===== src/hdl/assert_macros.svh =====
// Assertion helper macros shared by the vertex pool RTL.
// Included by modules that carry concurrent assertions.
`ifndef ASSERT_MACROS_SVH
`define ASSERT_MACROS_SVH

// Implication checked on every clock edge outside reset.
`define ASSERT_IMPL(label, clk, rst_n, ante, cons) \
    label: assert property (@(posedge clk) disable iff (!rst_n) (ante) |-> (cons)) \
        else $error("assertion failed");

// Next-cycle implication checked outside reset.
`define ASSERT_NEXT(label, clk, rst_n, ante, cons) \
    label: assert property (@(posedge clk) disable iff (!rst_n) (ante) |=> (cons)) \
        else $error("assertion failed");

`endif


===== src/hdl/vdp_pkg.sv =====
// Package for the vertex dedup pool: shared types and constants.
// No dependencies.
`timescale 1ns / 1ps

package vdp_pkg;

    localparam int WORD_W = 32;
    localparam logic [WORD_W-1:0] SIGN_BIT = 32'h8000_0000;

    // Sequencer states.
    typedef enum logic [1:0] {
        ST_IDLE,
        ST_READ,
        ST_CMP,
        ST_DONE
    } state_t;

    // One vertex in pool layout.
    typedef struct packed {
        logic [WORD_W-1:0] nx;
        logic [WORD_W-1:0] ny;
        logic [WORD_W-1:0] nz;
        logic [WORD_W-1:0] px;
        logic [WORD_W-1:0] py;
        logic [WORD_W-1:0] pz;
        logic [WORD_W-1:0] u;
        logic [WORD_W-1:0] v;
        logic [WORD_W-1:0] col;
    } vertex_t;

    // IEEE single NaN test.
    function automatic logic is_nan(input logic [WORD_W-1:0] a);
        return (a[30:23] == 8'hFF) && (a[22:0] != 23'd0);
    endfunction

    // IEEE single equality: signed zeros equal, NaN equals nothing.
    function automatic logic float_eq(input logic [WORD_W-1:0] a,
                                      input logic [WORD_W-1:0] b);
        logic r;
        if (is_nan(a) || is_nan(b))
            r = 1'b0;
        else if ((a[30:0] == 31'd0) && (b[30:0] == 31'd0))
            r = 1'b1;
        else
            r = (a == b);
        return r;
    endfunction

endpackage


===== src/hdl/vdp_cmp.sv =====
// Vertex compare unit: one stored entry against the search key.
// Depends on vdp_pkg.
`timescale 1ns / 1ps

module vdp_cmp (
    input  vdp_pkg::vertex_t a,
    input  vdp_pkg::vertex_t b,
    output logic             eq
);

    // Eight float fields by IEEE rules, colour bitwise.
    always_comb
    begin
        eq = vdp_pkg::float_eq(a.nx, b.nx) && vdp_pkg::float_eq(a.ny, b.ny) &&
             vdp_pkg::float_eq(a.nz, b.nz) && vdp_pkg::float_eq(a.px, b.px) &&
             vdp_pkg::float_eq(a.py, b.py) && vdp_pkg::float_eq(a.pz, b.pz) &&
             vdp_pkg::float_eq(a.u, b.u) && vdp_pkg::float_eq(a.v, b.v) &&
             (a.col == b.col);
    end

endmodule

===== config.mk =====
export PLATFORM = sky130hd
export DESIGN_NAME = vdp_cmp
export DESIGN_NICKNAME = d
export VERILOG_FILES = /design/src/hdl/assert_macros.svh /design/src/hdl/vdp_pkg.sv /design/src/hdl/vdp_cmp.sv
export SDC_FILE = /design/constraint.sdc
export NUM_CORES = 1
export LEC_CHECK = 0
export BUFFER_PORTS_ARGS = -buffer_cell sky130_fd_sc_hd__buf_2
export CAP_MARGIN = 5
export CORE_AREA = 2 2 224 226
export DETAILED_ROUTE_END_ITERATION = 8
export DIE_AREA = 0 0 226 228
export PLACE_DENSITY = 0.3
export SLEW_MARGIN = 20
export SYNTH_ARGS = -nofsm -noshare
export SYNTH_HDL_FRONTEND = slang
export SYNTH_SLANG_ARGS = --single-unit

===== constraint.sdc =====
create_clock -name vclk -period 4.7
set_input_delay 0.235 -clock vclk [all_inputs]
set_output_delay 0.235 -clock vclk [all_outputs]
set_load 0.02 [all_outputs]

==> flow_metrics.tcl, run 1 <==
set metrics [dict create \
    fmax_mhz 292.0 \
    finalSetupViolCount 0 \
    synth-seq-area-share_pct 0 \
    crit_family "simple AND/OR/NAND/NOR gates" \
    tightest_slew_ps 773.3 \
    hold_path_depth 7 \
    worstPathArrival_ps 3190 \
    post_cts_buffers 0 \
    portBuffers 577 \
    drv_cap 0 \
    num_rows 82 \
    synthDistinctLibCells 15 \
    syn_area_um2 4606 \
    power.share.switching_pct 52.26 \
    avgSynthCellArea_um2 7.242 \
    routed_wl_um 39750 \
    num_vias 7548 \
    cp_num_cells 8 \
    netlist_instances 636 \
    crit_path_start "a[241]" \
    synth_warnings 0 \
    grt_first_pass_wirelength_um 55080 \
    critPathMaxFanout 2 \
    seqCellArea_um2 0 \
    sequentialPowerShare_pct 0 \
    path_class "in -> out" \
    critPathCapture "eq" \
    ios 577 \
    syn_nets 1212 \
    dr.pass1.iters 6 \
    fin_ws_ps 1276 \
    n_sequential_cell 0 \
    critPathCaptureType "output port" \
    grt_antenna_before_repair 13 \
    via_per_inst 3.989 \
    p_switching_w 0.0003663 \
    nClkBuffers 0 \
    period_needed_ps 3424 \
    gp_congestion 0.8654 \
    startpoint_type "input port" \
    path_buf_inv 2 \
    die_area_um2 51530 \
    detail_route.wl_per_cell_um 21.01 \
    internal_power_w 0.0003346 \
    slew_viol_final 0 \
    ant_nets 0 \
    core_um2 49350 \
    fin_tns_setup_ps 0 \
    drt_iter0_drc 266 \
    preCtsSetupSlack_ps 1138 \
    ir_drop_v 0.00003162 \
    rsz0062_at_grt "false" \
    p_per_area_nw_per_um2 83.92 \
    cpPeakStageDelay_ps 670 \
    die-width_um 226 \
    comb_power_share_pct 100.0 \
    hpwl_um 38170 \
    dieHeight_um 228 \
    grt_max_degree 4 \
    cts.repair.resized 0 \
    fin_crit_sh_pct 72.86 \
    grt_overflow_total 0 \
    initial_core_util_pct 9.333 \
    status "finished, final reports clean" \
    cp_slowest_cell "o21ai_0" \
    relSlewSlack_pct 47.90 \
    track_usage_pct 14.60 \
    cp.required_ps 4470 \
    pwr-share-clk_pct 0 \
    syn2layout_area_growth_pct 81.34 \
    worstPathCellList "buf_2 > nor4_1 > nand4_1 > o21ai_0 > nand4_1 > or4_1 > nor4_2 > buf_2" \
    whs_ps 1192 \
    finalHoldViolCount 0 \
    hold_buffers 0 \
    hp-class "in -> out" \
    p_leak_nw 3.329 \
    nets 1791 \
    route.detailed.drc 0 \
    grt_pass1_vias 8496 \
    drive_gt1_share_pct 47.82 \
]
==> cell usage after synthesis, drive strengths merged <==
cell / instances / area share (%)
xnor2: 160 / 30
nor4: 155 / 21
xor2: 128 / 24
nand4: 108 / 15
nor3: 22 / 2.4
nand2: 17 / 1.4
nor2: 17 / 1.4
o21ai: 13 / 1.4
or4: 6 / 0.98
o22ai: 4 / 0.54
a22o: 3 / 0.57
a22oi: 1 / 0.16
nand3: 1 / 0.11
o31ai: 1 / 0.16
==> power by group through the flow <==
stage	clock network, W	registers (W)	logic [W]
4_1_cts	0	0	0.000711
3_5_place_dp	0	0	0.000706
6_report	0.000000000200	0	0.000701
2_1_floorplan	0	0	0.000233
5_1_grt	0.000000000114	0	0.000764
3_3_place_gp	0	0	0.000707
==> kinds of logic (layout without fill, tap and decap cells) <==
group,Yosys count,in the layout,share of synthesized area (%)
AO/OA/AOI/OAI,22,22,2.853
XOR/XNOR,288,288,54.77
buffers and inverters,0,577,0
other,0,7,0
AND/OR/NAND/NOR,326,326,42.38
==> final cells by class <==
type | instances | area [um^2]
timing repair buffer | 577 | 2888
antenna | 7 | 17.52
tap | 672 | 840.8
multi-input combinational | 636 | 4606
fill | 5803 | 41000
==> worst min-delay path by stage <==
stage | to | slack [ps] | start
2_1_floorplan | eq | 750 | b[285]
3_3_place_gp | eq | 1230 | b[87]
3_5_place_dp | eq | 1220 | b[92]
4_1_cts | eq | 1220 | b[92]
5_1_grt | eq | 1280 | a[92]
6_report | eq | 1190 | b[92]
==> per-stage QoR <==
| step | total power, W | cell area, um^2 | cells | util, % |
|---|---|---|---|---|
| 2_1_floorplan | 0.0002334 | 4606 | 636 | - |
| 3_3_place_gp | 0.0007068 | 8334 | 1885 | 16.89 |
| 3_5_place_dp | 0.0007061 | 8334 | 1885 | 16.89 |
| 4_1_cts | 0.0007105 | 8334 | 1885 | 16.89 |
| 5_1_grt | 0.0007637 | 8344 | 1889 | 16.91 |
| 6_report | 0.0007008 | 8352 | 1892 | 16.92 |
==> cells in the final DEF (no fill, tap or decap), types with 6 or more instances in the layout <==
cell	n
nand2_1	17
o21ai_0	13
nand4_1	108
nor4_1	152
buf_2	577
diode_2	7
xnor2_1	160
nor2_1	17
xor2_1	128
nor3_1	22
or4_1	6
==> routing by layer <==
layer  track usage (%)  vias up  share of wire, %
met5                 0        -              0.13
met3             2.795       42               7.6
li1                  -     3692                 -
met1             16.96     3442                40
met2             27.40      364                50
met4             2.939        8               2.5
Note: power is estimated with default switching activity, not from simulation.
==> inputs of run 2 (changes only) <==
PLACE_DENSITY = 0.31   (was 0.3)
clock period = 2.83 ns   (was 4.7 ns; I/O delays follow)
==> flow_metrics.tcl, run 2 (synthesis gave the netlist of run 1 again) <==
set metrics [dict create \
    cp_slowest_cell "or4_1" \
    path_class "in -> out" \
    hp-class "in -> out" \
    grt_overflow_total 0 \
    final_area_um2 8481 \
    track_usage_pct 14.15 \
    portBuffers 577 \
    place_area_um2 8447 \
    power.share.switching_pct 51.77 \
    worstPathCellList "buf_2 > nor4_2 > buf_4 > nand4_1 > o21ai_0 > buf_4 > nand4_1 > or4_1 > nor4_2 > buf_2" \
    use_met2_pct 27.15 \
    status "finished, final reports clean" \
    startpoint_type "input port" \
    finalSetupViolCount 0 \
    drt_iter0_drc 185 \
    met1_usage_pct 16.50 \
    fmax_mhz 386.1 \
    multiInputGateArea_um2 4622 \
    routed_wl_um 38880 \
    final_common_cell "buf_2" \
    top_usage_layer "met2" \
    drv_cap 0 \
    ir_drop_v 0.00004753 \
    p_per_area_nw_per_um2 137.3 \
    route.detailed.drc 0 \
    relSlewSlack_pct 60.26 \
    sequentialPowerShare_pct 0 \
    p_switching_w 0.0006029 \
    dr.pass1.iters 4 \
    grt_pass1_vias 8340 \
    final_cell_mix "buf_2 (577), xnor2_1 (160), nor4_1 (150)" \
    critPathMaxFanout 2 \
    hold_buffers 0 \
    nClkBuffers 0 \
    hold_path_depth 7 \
    period_needed_ps 2590 \
    via_per_inst 4.007 \
    hold-path-endpoint "eq" \
    ios 577 \
    syn2layout_area_growth_pct 84.13 \
    fin_crit_sh_pct 91.53 \
    p_leak_nw 3.403 \
    grt_first_pass_wirelength_um 54160 \
    initial_core_util_pct 9.333 \
    crit_family "simple AND/OR/NAND/NOR gates" \
    dieHeight_um 228 \
    slew_viol_final 0 \
    worstPathArrival_ps 2450 \
    rsz0062_at_grt "false" \
    comb_power_share_pct 100.0 \
    finalHoldViolCount 0 \
    fin_tns_setup_ps 0 \
    seqCellArea_um2 0 \
    num_rows 82 \
    detail_route.wl_per_cell_um 20.39 \
    crit_path_start "a[43]" \
    grt_antenna_before_repair 16 \
    holdCritStartpoint "b[91]" \
    tightest_slew_ps 590.7 \
    die-width_um 226 \
    fin_ws_ps 239.7 \
    cp.required_ps 2690 \
    grt_max_degree 4 \
    internal_power_w 0.0005617 \
    critPathCaptureType "output port" \
    cpPeakStageDelay_ps 510 \
    die_area_um2 51530 \
    core_um2 49350 \
    drive_gt1_share_pct 48.70 \
    finalPower_w 0.001165 \
    met3_usage_pct 2.215 \
    pwr-share-clk_pct 0 \
    ant_nets 0 \
    path_buf_inv 4 \
    fill_cells 5795 \
    num_vias 7641 \
    nets 1806 \
    hpwl_um 37100 \
    gp_congestion 0.8632 \
    preCtsSetupSlack_ps -75.88 \
    n_sequential_cell 0 \
]
-- run 2: tightest hold or removal path, delay by kind of cell --
family	cells	cell delay (ps)
buf+inv	2	280
simple gates	4	270
compound gates	1	100
-- run 2: what timing repair did --
item,in CTS,in global routing
endpoints found under the setup margin,1,1
resized for setup,1,5
setup buffers,0,0
-- run 2: per-stage QoR --
stage          hold WS [ps]  std cells  utilization [%]
2_1_floorplan         563.0        636                -
3_3_place_gp          970.2       1900            17.12
3_5_place_dp          972.2       1900            17.12
4_1_cts               971.6       1900            17.12
5_1_grt               996.5       1904            17.17
6_report              934.5       1907            17.18
-- run 2: how the worst max path moves through the flow --
| stage | endpoint | cells after the start |
|---|---|---|
| finish | eq | 10 |
| global placement | eq | 8 |
| floorplan | eq | 6 |
| detailed placement | eq | 8 |
| CTS | eq | 8 |
| global route | eq | 10 |
-- run 2: cell type report --
type                       count  area share [%]
multi-input combinational    636           54.50
timing repair buffer         592           35.38
tap                          672           9.914
antenna                        7          0.2066
-- run 2: layer usage --
layer,up-vias,routed length (um)
li1,3711,-
met1,3517,15800
met2,375,19860
met3,36,2559
met4,2,638
met5,-,13
-- run 2: power by group through the flow --
stage / logic (W) / registers [W] / clock network (W)
6_report: 0.00116 / 0 / 0.000000000332
5_1_grt: 0.00127 / 0 / 0.000000000190
4_1_cts: 0.00118 / 0 / 0
3_5_place_dp: 0.00117 / 0 / 0
3_3_place_gp: 0.00118 / 0 / 0
2_1_floorplan: 0.000388 / 0 / 0
==> inputs of run 3 (changes only) <==
ABC_AREA = 1   (was default)
CORE_AREA = 2 2 226 228   (was 2 2 224 226)
DIE_AREA = 0 0 228 230   (was 0 0 226 228)
PLACE_DENSITY = 0.34   (was 0.31)
==> flow_metrics.tcl, run 3 <==
set metrics [dict create \
    finalSetupViolCount 0 \
    syn2layout_area_growth_pct 57.30 \
    placed_cells 2589 \
    routed_wl_um 39520 \
    syn_area_um2 6529 \
    portBuffers 577 \
    grt_pass1_vias 10221 \
    synth_warnings 0 \
    final_cell_mix "buf_2 (577), nand2_1 (409), nor2_1 (377)" \
    slew_viol_final 0 \
    ant_nets 0 \
    netlist_instances 1340 \
    period_needed_ps 2257 \
    yosysMostFrequentCell "nand2_1" \
    cp.required_ps 2690 \
    num_vias 9910 \
    synth_largest_area_cell "xnor2_1" \
    num_rows 82 \
    worstPathCellList "buf_2 > nor2_1 > nand2_1 > nor2_1 > nand2_1 > o21ai_1 > nand2_1 > nor2_1 > nand2_1 > nor2_1 > nand2_1 > nor2_1 > buf_2" \
    critPathMaxFanout 2 \
    cpPeakStageDelay_ps 410 \
    rsz0062_at_grt "false" \
    synth-seq-area-share_pct 0 \
    grt_first_pass_wirelength_um 58480 \
    grt_overflow_total 0 \
    die_area_um2 52440 \
    synthDistinctLibCells 20 \
    fill_cells 6021 \
    via_per_inst 3.820 \
    syn_nets 1916 \
    grt_antenna_before_repair 11 \
    core_um2 49860 \
    nets 2495 \
    fin_tns_setup_ps 0 \
    yosys-top-cells-area "xnor2_1 (26%), nand2_1 (24%), nor2_1 (22%), inv_1 (8.4%), nand4_1 (7.9%)" \
    synthTopCellsByCount "nand2_1 (409), nor2_1 (377), xnor2_1 (191), inv_1 (146), nand4_1 (82)" \
    status "finished, final reports clean" \
    hp-class "in -> out" \
    cts.repair.resized 0 \
    p_per_area_nw_per_um2 124.9 \
    drt_iter0_drc 325 \
    yosysTopAreaCellShare_pct 25.62 \
    avgSynthCellArea_um2 4.872 \
    fin_crit_sh_pct 79.75 \
    nClkBuffers 0 \
    multiInputGateArea_um2 5969 \
    final_common_cell "buf_2" \
    initial_core_util_pct 13.09 \
    grt_max_degree 5 \
    dieHeight_um 230 \
    post_cts_buffers 0 \
    worstPathArrival_ps 2120 \
    path_class "in -> out" \
    finalHoldViolCount 0 \
    drive_gt1_share_pct 30.99 \
    drv_cap 0 \
    dr.pass1.iters 4 \
    hpwl_um 37850 \
    critPathCaptureType "output port" \
    p_leak_nw 5.069 \
    hold_buffers 0 \
    ir_drop_v 0.00004365 \
    cp_slowest_cell "o21ai_1" \
    relSlewSlack_pct 67.85 \
    route.detailed.drc 0 \
    gp_congestion 0.9029 \
    die-width_um 228 \
    startpoint_type "input port" \
    ios 577 \
    tightest_slew_ps 479.1 \
    n_sequential_cell 0 \
    seqCellArea_um2 0 \
    fmax_mhz 443.1 \
    track_usage_pct 14.26 \
    detail_route.wl_per_cell_um 15.23 \
    final_cells 2594 \
]
==> run 3: cell count changes in the layout (fill, tap and decap cells not counted), moves of 26 or more <==
cell | previous run | this run
nand4_1 | 108 | 82
nor4_1 | 150 | 4
nand2_1 | 17 | 409
xnor2_1 | 160 | 191
nor2_1 | 17 | 377
nand3_1 | 1 | 38
xor2_1 | 128 | 33
inv_1 | 0 | 146
==> run 3: layout make-up <==
type,count,share of cell area (%)
Multi-Input combinational cell,1191,58.13
Tap cell,672,8.187
Inverter,149,5.446
Timing Repair Buffer,577,28.12
Antenna cell,5,0.1218
==> run 3: logic make-up after synthesis <==
group                  share of synthesized area, %
buffers and inverters                         8.567
AND/OR/NAND/NOR                               60.10
AO/OA/AOI/OAI                                 1.284
XOR/XNOR                                      30.05
==> run 3: worst max-delay path, delay by kind of cell <==
kind,cells,cell delay (ps)
buffers and inverters,2,320
AOI/OAI and AO/OA,1,410
and+or+nand+nor,10,1230
==> run 3: report_power, final <==
part	leakage (nW)	switching [W]	internal, W
combinational	5.07	0.000652	0.000630
sequential	0	0	0
clock	0.0000317	0	0.000000000237
total	5.07	0.000652	0.000630
==> run 3: final timing paths <==
path	startpoint	endpoint	slack, ps	depth (start not counted)
max	b[230]	eq	570	13
min	a[53]	eq	1000	9
==> run 3: through the flow <==
step / worst slack (ps) / util [%] / area, um^2 / total power (W) / hold slack (ps)
after floorplan: 1538 / - / 6529 / 0.0005776 / 665.4
after global placement: 404.9 / 20.57 / 10260 / 0.001279 / 1025
after detailed placement: 398.5 / 20.57 / 10260 / 0.001290 / 1016
after CTS: 386.1 / 20.57 / 10260 / 0.001297 / 1019
after global routing: 334.2 / 20.59 / 10260 / 0.001443 / 1096
final: 573.0 / 20.60 / 10270 / 0.001283 / 999.2
==> run 3: layer usage <==
layer  track usage, %  wire (um)
met5                0         62
met4           0.9395        222
met1            18.50      18160
met2            25.81      19130
met3            2.183       1949
